File: src/bdd_pkg.sv
// Shared types, widths and register codes for the band dwell detector.
`default_nettype none

package bdd_pkg;

  // Field widths fixed by the interface.
  localparam int SAMPLE_W   = 10;
  localparam int CNT_W      = 16;
  localparam int CFG_IDX_W  = 3;
  localparam int CFG_DATA_W = 16;

  // Default window length.
  localparam int WINDOW_DEFAULT = 8;

  // Saturation value of the dwell counter.
  localparam logic [CNT_W-1:0] CNT_MAX = {CNT_W{1'b1}};

  // Operating modes.
  localparam logic MODE_AVG = 1'b0;
  localparam logic MODE_RAW = 1'b1;

  // Configuration register indexes.
  typedef enum logic [CFG_IDX_W-1:0] {
    REG_THRESHOLD   = 3'd0,
    REG_BAND_WIDTH  = 3'd1,
    REG_DURATION    = 3'd2,
    REG_MODE        = 3'd3,
    REG_COUNT_START = 3'd4
  } cfg_reg_t;

  // Register set seen by the dwell stage.
  typedef struct packed {
    logic [SAMPLE_W-1:0] threshold;
    logic [SAMPLE_W-1:0] band_width;
    logic [CNT_W-1:0]    duration;
    logic [CNT_W-1:0]    count_start;
  } cfg_t;

  // Per-item control handed from the window stage to the dwell stage.
  typedef struct packed {
    logic raw;
    logic full;
  } stage_ctl_t;

endpackage

`default_nettype wire

File: src/bdd_cell.sv
// One storage cell of the sample chain: holds a sample and hands it on when the chain shifts.
`default_nettype none

module bdd_cell (
  input  wire logic                         clk,
  input  wire logic                         shift,
  input  wire logic [bdd_pkg::SAMPLE_W-1:0] d,
  output logic      [bdd_pkg::SAMPLE_W-1:0] q
);

  // The sample moves one place down the chain on every averaged item.
  always_ff @(posedge clk) begin
    if (shift) begin
      q <= d;
    end
  end

endmodule

`default_nettype wire

File: src/bdd_window.sv
// Sample window: chain of cells, running sum, fill level and the first pipeline stage.
`default_nettype none

module bdd_window #(
  parameter int WINDOW = bdd_pkg::WINDOW_DEFAULT
) (
  input  wire logic                                              clk,
  input  wire logic                                              rst,
  input  wire logic                                              accept,
  input  wire logic                                              mode,
  input  wire logic [bdd_pkg::SAMPLE_W-1:0]                      sample,
  output bdd_pkg::stage_ctl_t                                    ctl,
  output logic      [bdd_pkg::SAMPLE_W-1:0]                      stage_sample,
  output logic      [bdd_pkg::SAMPLE_W+$clog2(WINDOW)-1:0]       sum
);

  localparam int SUM_W  = bdd_pkg::SAMPLE_W + $clog2(WINDOW);
  localparam int FILL_W = $clog2(WINDOW + 1);
  localparam logic [FILL_W-1:0] FILL_FULL = FILL_W'(WINDOW);

  logic [bdd_pkg::SAMPLE_W-1:0] tap [WINDOW];
  logic [FILL_W-1:0]            fill;
  logic [FILL_W-1:0]            fill_next;
  logic [SUM_W-1:0]             sum_next;
  logic                         shift;
  logic                         was_full;

  assign shift    = accept && (mode == bdd_pkg::MODE_AVG);
  assign was_full = (fill == FILL_FULL);

  // Chain of cells: the newest sample enters at the head, the oldest sits at the tail.
  for (genvar i = 0; i < WINDOW; i++) begin : g_cell
    if (i == 0) begin : g_head
      bdd_cell u_cell (
        .clk   (clk),
        .shift (shift),
        .d     (sample),
        .q     (tap[i])
      );
    end else begin : g_link
      bdd_cell u_cell (
        .clk   (clk),
        .shift (shift),
        .d     (tap[i-1]),
        .q     (tap[i])
      );
    end
  end

  // Running sum drops the tail sample once the window is full.
  always_comb begin
    sum_next  = sum + SUM_W'(sample);
    fill_next = fill;
    if (was_full) begin
      sum_next = sum_next - SUM_W'(tap[WINDOW-1]);
    end else begin
      fill_next = fill + FILL_W'(1);
    end
  end

  // Window state and the stage register for the item in flight.
  always_ff @(posedge clk) begin
    if (rst) begin
      sum  <= '0;
      fill <= '0;
    end else if (shift) begin
      sum  <= sum_next;
      fill <= fill_next;
    end
    if (accept) begin
      stage_sample <= sample;
      ctl.raw      <= (mode == bdd_pkg::MODE_RAW);
      ctl.full     <= shift ? (fill_next == FILL_FULL) : was_full;
    end
  end

endmodule

`default_nettype wire

File: src/bdd_dwell.sv
// Dwell stage: window mean, band test, run counter and the result register.
`default_nettype none

module bdd_dwell #(
  parameter int WINDOW = bdd_pkg::WINDOW_DEFAULT
) (
  input  wire logic                                        clk,
  input  wire logic                                        rst,
  input  wire logic                                        load,
  input  wire bdd_pkg::cfg_t                               cfg,
  input  wire bdd_pkg::stage_ctl_t                         ctl,
  input  wire logic [bdd_pkg::SAMPLE_W-1:0]                stage_sample,
  input  wire logic [bdd_pkg::SAMPLE_W+$clog2(WINDOW)-1:0] sum,
  output logic                                             detected,
  output logic      [bdd_pkg::CNT_W-1:0]                   run_count,
  output logic      [bdd_pkg::SAMPLE_W-1:0]                average,
  output logic                                             window_full
);

  localparam int SUM_W  = bdd_pkg::SAMPLE_W + $clog2(WINDOW);
  localparam int SHIFT  = SUM_W + $clog2(WINDOW);
  localparam int MULT_W = SHIFT + 1;
  localparam int PROD_W = SUM_W + MULT_W;
  // Rounded-up reciprocal of the window length; exact for every possible sum.
  localparam logic [MULT_W-1:0] MULT =
    MULT_W'(((64'd1 << SHIFT) + 64'(WINDOW) - 64'd1) / 64'(WINDOW));

  logic [PROD_W-1:0]            prod;
  logic [bdd_pkg::SAMPLE_W-1:0] mean;
  logic [bdd_pkg::SAMPLE_W-1:0] value;
  logic signed [bdd_pkg::SAMPLE_W+1:0] lo;
  logic signed [bdd_pkg::SAMPLE_W+1:0] hi;
  logic signed [bdd_pkg::SAMPLE_W+1:0] v;
  logic                         in_band;
  logic                         test;
  logic [bdd_pkg::CNT_W-1:0]    count;
  logic [bdd_pkg::CNT_W-1:0]    count_next;
  logic                         det_next;
  logic [bdd_pkg::SAMPLE_W-1:0] avg_next;

  // Mean of the window by multiplication with the reciprocal.
  assign prod = PROD_W'(sum) * PROD_W'(MULT);
  assign mean = prod[SHIFT +: bdd_pkg::SAMPLE_W];

  // Signed band test with inclusive bounds.
  assign value = ctl.raw ? stage_sample : mean;
  assign lo = $signed({2'b00, cfg.threshold}) - $signed({2'b00, cfg.band_width});
  assign hi = $signed({2'b00, cfg.threshold}) + $signed({2'b00, cfg.band_width});
  assign v  = $signed({2'b00, value});
  assign in_band = (v >= lo) && (v <= hi);
  assign test    = ctl.raw || ctl.full;

  // Counter update and trigger for this item.
  always_comb begin
    count_next = count;
    det_next   = 1'b0;
    avg_next   = '0;
    if (test) begin
      avg_next = value;
      if (in_band) begin
        if (count != bdd_pkg::CNT_MAX) begin
          count_next = count + bdd_pkg::CNT_W'(1);
        end
      end else begin
        count_next = cfg.count_start;
      end
      if (ctl.raw) begin
        det_next = (count_next >= cfg.duration);
      end else begin
        det_next = (count_next == cfg.duration);
      end
    end
  end

  // Run counter and result register.
  always_ff @(posedge clk) begin
    if (rst) begin
      count <= '0;
    end else if (load) begin
      count <= count_next;
    end
    if (load) begin
      detected    <= det_next;
      run_count   <= count_next;
      average     <= avg_next;
      window_full <= ctl.full;
    end
  end

endmodule

`default_nettype wire

File: src/band_dwell_detector.sv
// An accepted item passes through the window stage register and then the output register.
// Throughput: one item per cycle while the output is not held by back pressure.
// The output register and the window stage register form a two-deep queue, so an item is
// accepted while a result waits. Reset clears the sum, fill level, run counter, and the
// configuration and valid flags; the sample chain is not cleared and needs no pass.
`default_nettype none

module band_dwell_detector #(
  parameter int WINDOW = bdd_pkg::WINDOW_DEFAULT
) (
  input  wire logic                           clk,
  input  wire logic                           rst,
  input  wire logic                           cfg_valid,
  output logic                                cfg_ready,
  input  wire logic [bdd_pkg::CFG_IDX_W-1:0]  cfg_index,
  input  wire logic [bdd_pkg::CFG_DATA_W-1:0] cfg_data,
  input  wire logic                           in_valid,
  output logic                                in_ready,
  input  wire logic [bdd_pkg::SAMPLE_W-1:0]   sample,
  output logic                                out_valid,
  input  wire logic                           out_ready,
  output logic                                detected,
  output logic      [bdd_pkg::CNT_W-1:0]      run_count,
  output logic      [bdd_pkg::SAMPLE_W-1:0]   average,
  output logic                                window_full
);

  localparam int SUM_W = bdd_pkg::SAMPLE_W + $clog2(WINDOW);

  bdd_pkg::cfg_t                cfg;
  logic                         mode;
  bdd_pkg::stage_ctl_t          ctl;
  logic [bdd_pkg::SAMPLE_W-1:0] stage_sample;
  logic [SUM_W-1:0]             sum;
  logic                         stage_valid;
  logic                         in_accept;
  logic                         out_load;

  // Handshake: the stage register moves on whenever the output register is free or draining.
  assign cfg_ready = 1'b1;
  assign out_load  = stage_valid && (!out_valid || out_ready);
  assign in_ready  = !stage_valid || out_load;
  assign in_accept = in_valid && in_ready;

  // Configuration registers.
  always_ff @(posedge clk) begin
    if (rst) begin
      cfg.threshold   <= '0;
      cfg.band_width  <= '0;
      cfg.duration    <= bdd_pkg::CNT_W'(1);
      cfg.count_start <= '0;
      mode            <= bdd_pkg::MODE_AVG;
    end else if (cfg_valid) begin
      unique case (bdd_pkg::cfg_reg_t'(cfg_index))
        bdd_pkg::REG_THRESHOLD:   cfg.threshold   <= cfg_data[bdd_pkg::SAMPLE_W-1:0];
        bdd_pkg::REG_BAND_WIDTH:  cfg.band_width  <= cfg_data[bdd_pkg::SAMPLE_W-1:0];
        bdd_pkg::REG_DURATION:    cfg.duration    <= cfg_data[bdd_pkg::CNT_W-1:0];
        bdd_pkg::REG_MODE:        mode            <= cfg_data[0];
        bdd_pkg::REG_COUNT_START: cfg.count_start <= cfg_data[bdd_pkg::CNT_W-1:0];
        default: begin
        end
      endcase
    end
  end

  // Valid flags of the two stages.
  always_ff @(posedge clk) begin
    if (rst) begin
      stage_valid <= 1'b0;
      out_valid   <= 1'b0;
    end else begin
      if (in_accept) begin
        stage_valid <= 1'b1;
      end else if (out_load) begin
        stage_valid <= 1'b0;
      end
      if (out_load) begin
        out_valid <= 1'b1;
      end else if (out_ready) begin
        out_valid <= 1'b0;
      end
    end
  end

  bdd_window #(
    .WINDOW (WINDOW)
  ) u_window (
    .clk          (clk),
    .rst          (rst),
    .accept       (in_accept),
    .mode         (mode),
    .sample       (sample),
    .ctl          (ctl),
    .stage_sample (stage_sample),
    .sum          (sum)
  );

  bdd_dwell #(
    .WINDOW (WINDOW)
  ) u_dwell (
    .clk          (clk),
    .rst          (rst),
    .load         (out_load),
    .cfg          (cfg),
    .ctl          (ctl),
    .stage_sample (stage_sample),
    .sum          (sum),
    .detected     (detected),
    .run_count    (run_count),
    .average      (average),
    .window_full  (window_full)
  );

  // A result only appears when an item was waiting in the window stage.
  a_out_from_stage: assert property (@(posedge clk) disable iff (rst)
    $rose(out_valid) |-> $past(stage_valid))
    else $error("result appeared with no item in the window stage");

  // Input is held off only by back pressure from a full output register.
  a_stall_cause: assert property (@(posedge clk) disable iff (rst)
    (stage_valid && !in_ready) |-> (out_valid && !out_ready))
    else $error("input stalled without output back pressure");

  // A taken result with nothing behind it leaves the output empty.
  a_drain: assert property (@(posedge clk) disable iff (rst)
    (out_valid && out_ready && !stage_valid) |=> !out_valid)
    else $error("output stayed valid after draining");

endmodule

`default_nettype wire

File: config.mk
export PLATFORM = sky130hd
export DESIGN_NAME = band_dwell_detector
export DESIGN_NICKNAME = d
export VERILOG_FILES = /design/src/bdd_pkg.sv /design/src/bdd_cell.sv /design/src/bdd_window.sv /design/src/bdd_dwell.sv /design/src/band_dwell_detector.sv
export SDC_FILE = /design/constraint.sdc
export NUM_CORES = 1
export LEC_CHECK = 0
export ABC_AREA = 0
export BUFFER_PORTS_ARGS = -buffer_cell sky130_fd_sc_hd__buf_2
export CORE_ASPECT_RATIO = 1.2
export CORE_MARGIN = 3
export CORE_UTILIZATION = 35
export CTS_BUF_LIST = sky130_fd_sc_hd__clkbuf_16
export DETAILED_ROUTE_END_ITERATION = 6
export GPL_ROUTABILITY_DRIVEN = 0
export SLEW_MARGIN = 5
export SYNTH_ARGS = -nofsm -noshare
export SYNTH_HDL_FRONTEND = slang
export SYNTH_SLANG_ARGS = --single-unit
File: constraint.sdc
create_clock -name clk -period 4.7 [get_ports clk]
set_input_delay 0.235 -clock clk [delete_from_list [all_inputs] [get_ports clk]]
set_output_delay 0.235 -clock clk [all_outputs]
set_load 0.01 [all_outputs]
==> metrics.log <==
[metrics] result of the run: complete, but fails checks
[metrics] failing checks: negative setup slack
[metrics] most frequent cells after synthesis: nand2_1, edfxtp_1, a21oi_1
[metrics] setup repair after global routing missed its margin: true
[metrics] #FFs+latches synth: 208
[metrics] number of global-route vias before repair: 8,093
[metrics] fraction of final layout cells with drive strength greater than 1: 15.43%
[metrics] biggest fanout along the worst timing path: 5
[metrics] area of the die: between 30,000 and 40,000 µm²
[metrics] Crit-path slowest cell: dfxtp_2
[metrics] worst setup slack after placement: -0.1339 ns
[metrics] CTS sink cnt: between 200 and 250
[metrics] worst path required time: 4.96 ns
[metrics] remaining max-slew budget at the tightest pin: 33.98%
[metrics] Arrival @ worst endpoint: 5.15 ns
[metrics] First DRT Iteration DRCs: 417
[metrics] first-pass GRT wire length: between 40,000 and 50,000 µm
[metrics] number of warning messages in the yosys log: 0
[metrics] Clock Tree Root: clkbuf_16
[metrics] Post-Syn Area: 11,020 µm²
[metrics] max_cap viols: 0
[metrics] maximum frequency from static timing analysis: 204.4 MHz
[metrics] startpoint of the worst-slack reg-to-reg timing path: cfg[32]
[metrics] routed wire length per instance: 16.22 µm
[metrics] leak pwr: 4.944 nW
[metrics] Power Density: 402.3 nW/µm²
[metrics] number of endpoints with negative hold slack in the final report: 0
[metrics] routed wire length: 26,390 µm
[metrics] die height: 200.4 µm
[metrics] number of setup violations in the final report: 1
[metrics] transition time at the pin with the least slew margin: 0.9904 ns
[metrics] vias per cell: roughly 5.2
[metrics] clock period minus worst slack: 4.892 ns
[metrics] area share of the largest cell type after synthesis: 32.69%
[metrics] Post-layout nets: between 1,000 and 1,500
[metrics] mean post-synth cell area: 9.781 µm²
[metrics] startpoint of the worst setup timing path: cfg[32]
[metrics] register area share after synthesis: about half
[metrics] cell with the most instances after synthesis: nand2_1
[metrics] CP endpoint kind: flip-flop
[metrics] number of enable flip-flop cells after synthesis: 120
[metrics] clock buffer depth: 3
[metrics] FFs w/ async S/R, synth: 0%
[metrics] clock network latency to the later pin of the worst-skew pair: about 0.52 ns
[metrics] final count of pins violating max slew: 0
[metrics] post-route clock period utilization: 104.1%
[metrics] library cells used by synthesis: 66
[metrics] detailed-route DRC error count: 0
[metrics] CTS tree: yes
[metrics] HPWL Detailed: between 15,000 and 20,000 µm
[metrics] post-layout total power: 5.219 mW
[metrics] Post-Synthesis Net Count: ~1,200
[metrics] die outline width: 168.0 µm
[metrics] top cells by area in the synthesized netlist: edfxtp_1, dfxtp_1, ha_1, nand2_1, a21oi_1
[metrics] Setup CP Type: reg2reg
[metrics] path class of the lowest-slack min-delay path: in2reg
[metrics] initial core utilization: 35.86%
[metrics] Clock transition at path regs: 0.06 ns
[metrics] layout-stage area growth over the synthesis result: 17.67%
[metrics] worst-case setup margin in the final layout: -0.1924 ns
[metrics] number of instances in the synthesized netlist: between 1,000 and 1,500
[metrics] total number of placement rows: 70
[metrics] stage delay of the slowest cell on the critical path: 0.35 ns
[metrics] ANT cells: 0
[metrics] IO Pins: 65
[metrics] beginning of the worst hold path: cfg_data[7]
[metrics] Overall Global Routing Usage: roughly 15%
[metrics] # fillers: between 2,000 and 3,000
[metrics] IO buf count: 63
[metrics] Num CTS Buffers: 24
[metrics] hold_ws: 0.01876 ns
[metrics] CTS H-tree depth: 1
[metrics] DRT Pass-1 Iters: 5
[metrics] post-synthesis cell type with the largest combined area: edfxtp_1
[metrics] core area: 30,740 µm²
[metrics] startpoint class of the critical path: flip-flop
[metrics] residual antenna-violating net count after detailed routing: 0
[metrics] maximum number of pins on one net before global-route repair: 66
[metrics] worst vdd ir: 0.4353 mV
[metrics] Fin Clk Skew: ~0.017 ns
[metrics] primary flip-flop cell chosen by synthesis mapping: edfxtp_1
[metrics] antenna violations before repair: 0
[metrics] grt total ovfl: 0
[metrics] via count of the routed design: 8,462
==> through the flow <==
stage               util [%]  area (µm²)  cells  TNS (ns)
CTS                    41.72       12820   1622  -0.09406
detailed placement     38.57       11860   1559   -0.1339
global placement       38.57       11860   1559  -0.05545
global route           42.19       12970   1627   -0.4539
floorplan                  -       11070   1127         0
finish                 42.19       12970   1627   -0.1924
==> placed cells by master, fill, tap and decap left out, types with 8 or more instances in the layout <==
cell type / count
xnor2_1: 33
nor3_1: 19
a31oi_1: 21
and3_1: 10
nand2b_1: 11
a211oi_1: 17
inv_1: 73
nor2_1: 66
a21o_1: 12
mux2i_1: 19
dlygate4sd3_1: 17
clkbuf_16: 26
dfxtp_1: 85
nand3b_1: 9
xor2_1: 8
buf_4: 33
buf_2: 63
nand3_1: 22
edfxtp_1: 120
mux2_2: 13
o211ai_1: 8
nand4_1: 11
o21ai_0: 31
and2_1: 18
nand2_1: 160
ha_1: 78
a21oi_1: 102
==> where the power goes <==
group / leakage (nW) / switching, mW / internal, mW / total (mW)
Clock: 0.405 / 0.751 / 1.08 / 1.83
Sequential: 1.88 / 0.0685 / 2.05 / 2.12
Combinational: 2.65 / 0.695 / 0.574 / 1.27
Total: 4.94 / 1.51 / 3.70 / 5.22
==> logic make-up (layout without fill, tap and decap cells) <==
| kind of cell | Yosys count | in the layout | share of synthesized area [%] |
|---|---|---|---|
| adders and majority gates | 83 | 83 | 9.694 |
| and+or+nand+nor | 372 | 372 | 15.80 |
| other | 1 | 1 | 0.03402 |
| DFF | 208 | 208 | 48.67 |
| muxes | 32 | 32 | 3.053 |
| xor gates and xnor gates | 41 | 41 | 3.258 |
| buffers and inverters | 129 | 233 | 4.756 |
| AOI/OAI and AO/OA | 261 | 261 | 14.73 |
==> final cells by class <==
class | count | area [µm²] | share of cell area [%]
Sequential cell | 208 | 5369 | 41.39
Multi-Input combinational cell | 790 | 5248 | 40.46
Timing Repair Buffer | 117 | 809.5 | 6.241
Clock buffer | 25 | 625.6 | 4.823
Tap cell | 396 | 495.5 | 3.820
Inverter | 72 | 271.5 | 2.093
Clock inverter | 19 | 152.6 | 1.177
==> metal layers <==
| layer | vias up | global-route usage (%) | share of wire [%] |
|---|---|---|---|
| li1 | 4212 | - | - |
| met1 | 4038 | 21.72 | 48 |
| met2 | 172 | 24.34 | 45 |
| met3 | 40 | 1.994 | 4.3 |
| met4 | 0 | 4.122 | 2.2 |
| met5 | - | 0 | 0 |
==> sequential cells by signal (all words and copies together) (netlist names) <==
signal	flops
out_valid	1
mode	1
u_dwell.count	16
u_window.g_cell.g_link.u_cell.q	70
stage_valid	1
u_window.g_cell.g_head.u_cell.q	10
u_window.ctl	2
u_dwell.detected	1
u_window.stage_sample	10
u_dwell.average	10
u_window.fill	4
u_dwell.run_count	16
u_window.sum	13
cfg	52
u_dwell.window_full	1
==> path summary, 6_finish.rpt <==
check,cells past startpoint,to,slack (ns)
setup reg to reg,26,u_dwell.detected,-0.19
hold / removal,3,cfg[7],0.02
hold reg to reg,0,u_window.g_cell[7].g_link.u_cell.q[5],0.41
setup / recovery,26,u_dwell.detected,-0.19
==> repair_timing <==
item                       in CTS  in global routing
setup endpoints to repair       1                 11
hold buffers                   17                  0
buffers inserted                2                  4
cloned                          0                  1
hold endpoints to repair       33                  0
resized for setup               2                 26
pin swaps                       4                 29
==> critical path: cells and delay by family, from the launching register on <==
family | cells | cell delay (ns)
buffers and inverters | 2 | 0.19
adder cells (fa/ha/maj) | 4 | 1.01
AO/OA/AOI/OAI | 14 | 2.53
AND/OR/NAND/NOR | 5 | 0.39
XOR/XNOR | 1 | 0.16
flip-flops | 1 | 0.35
No activity file was read; power rests on OpenSTA's default activity.
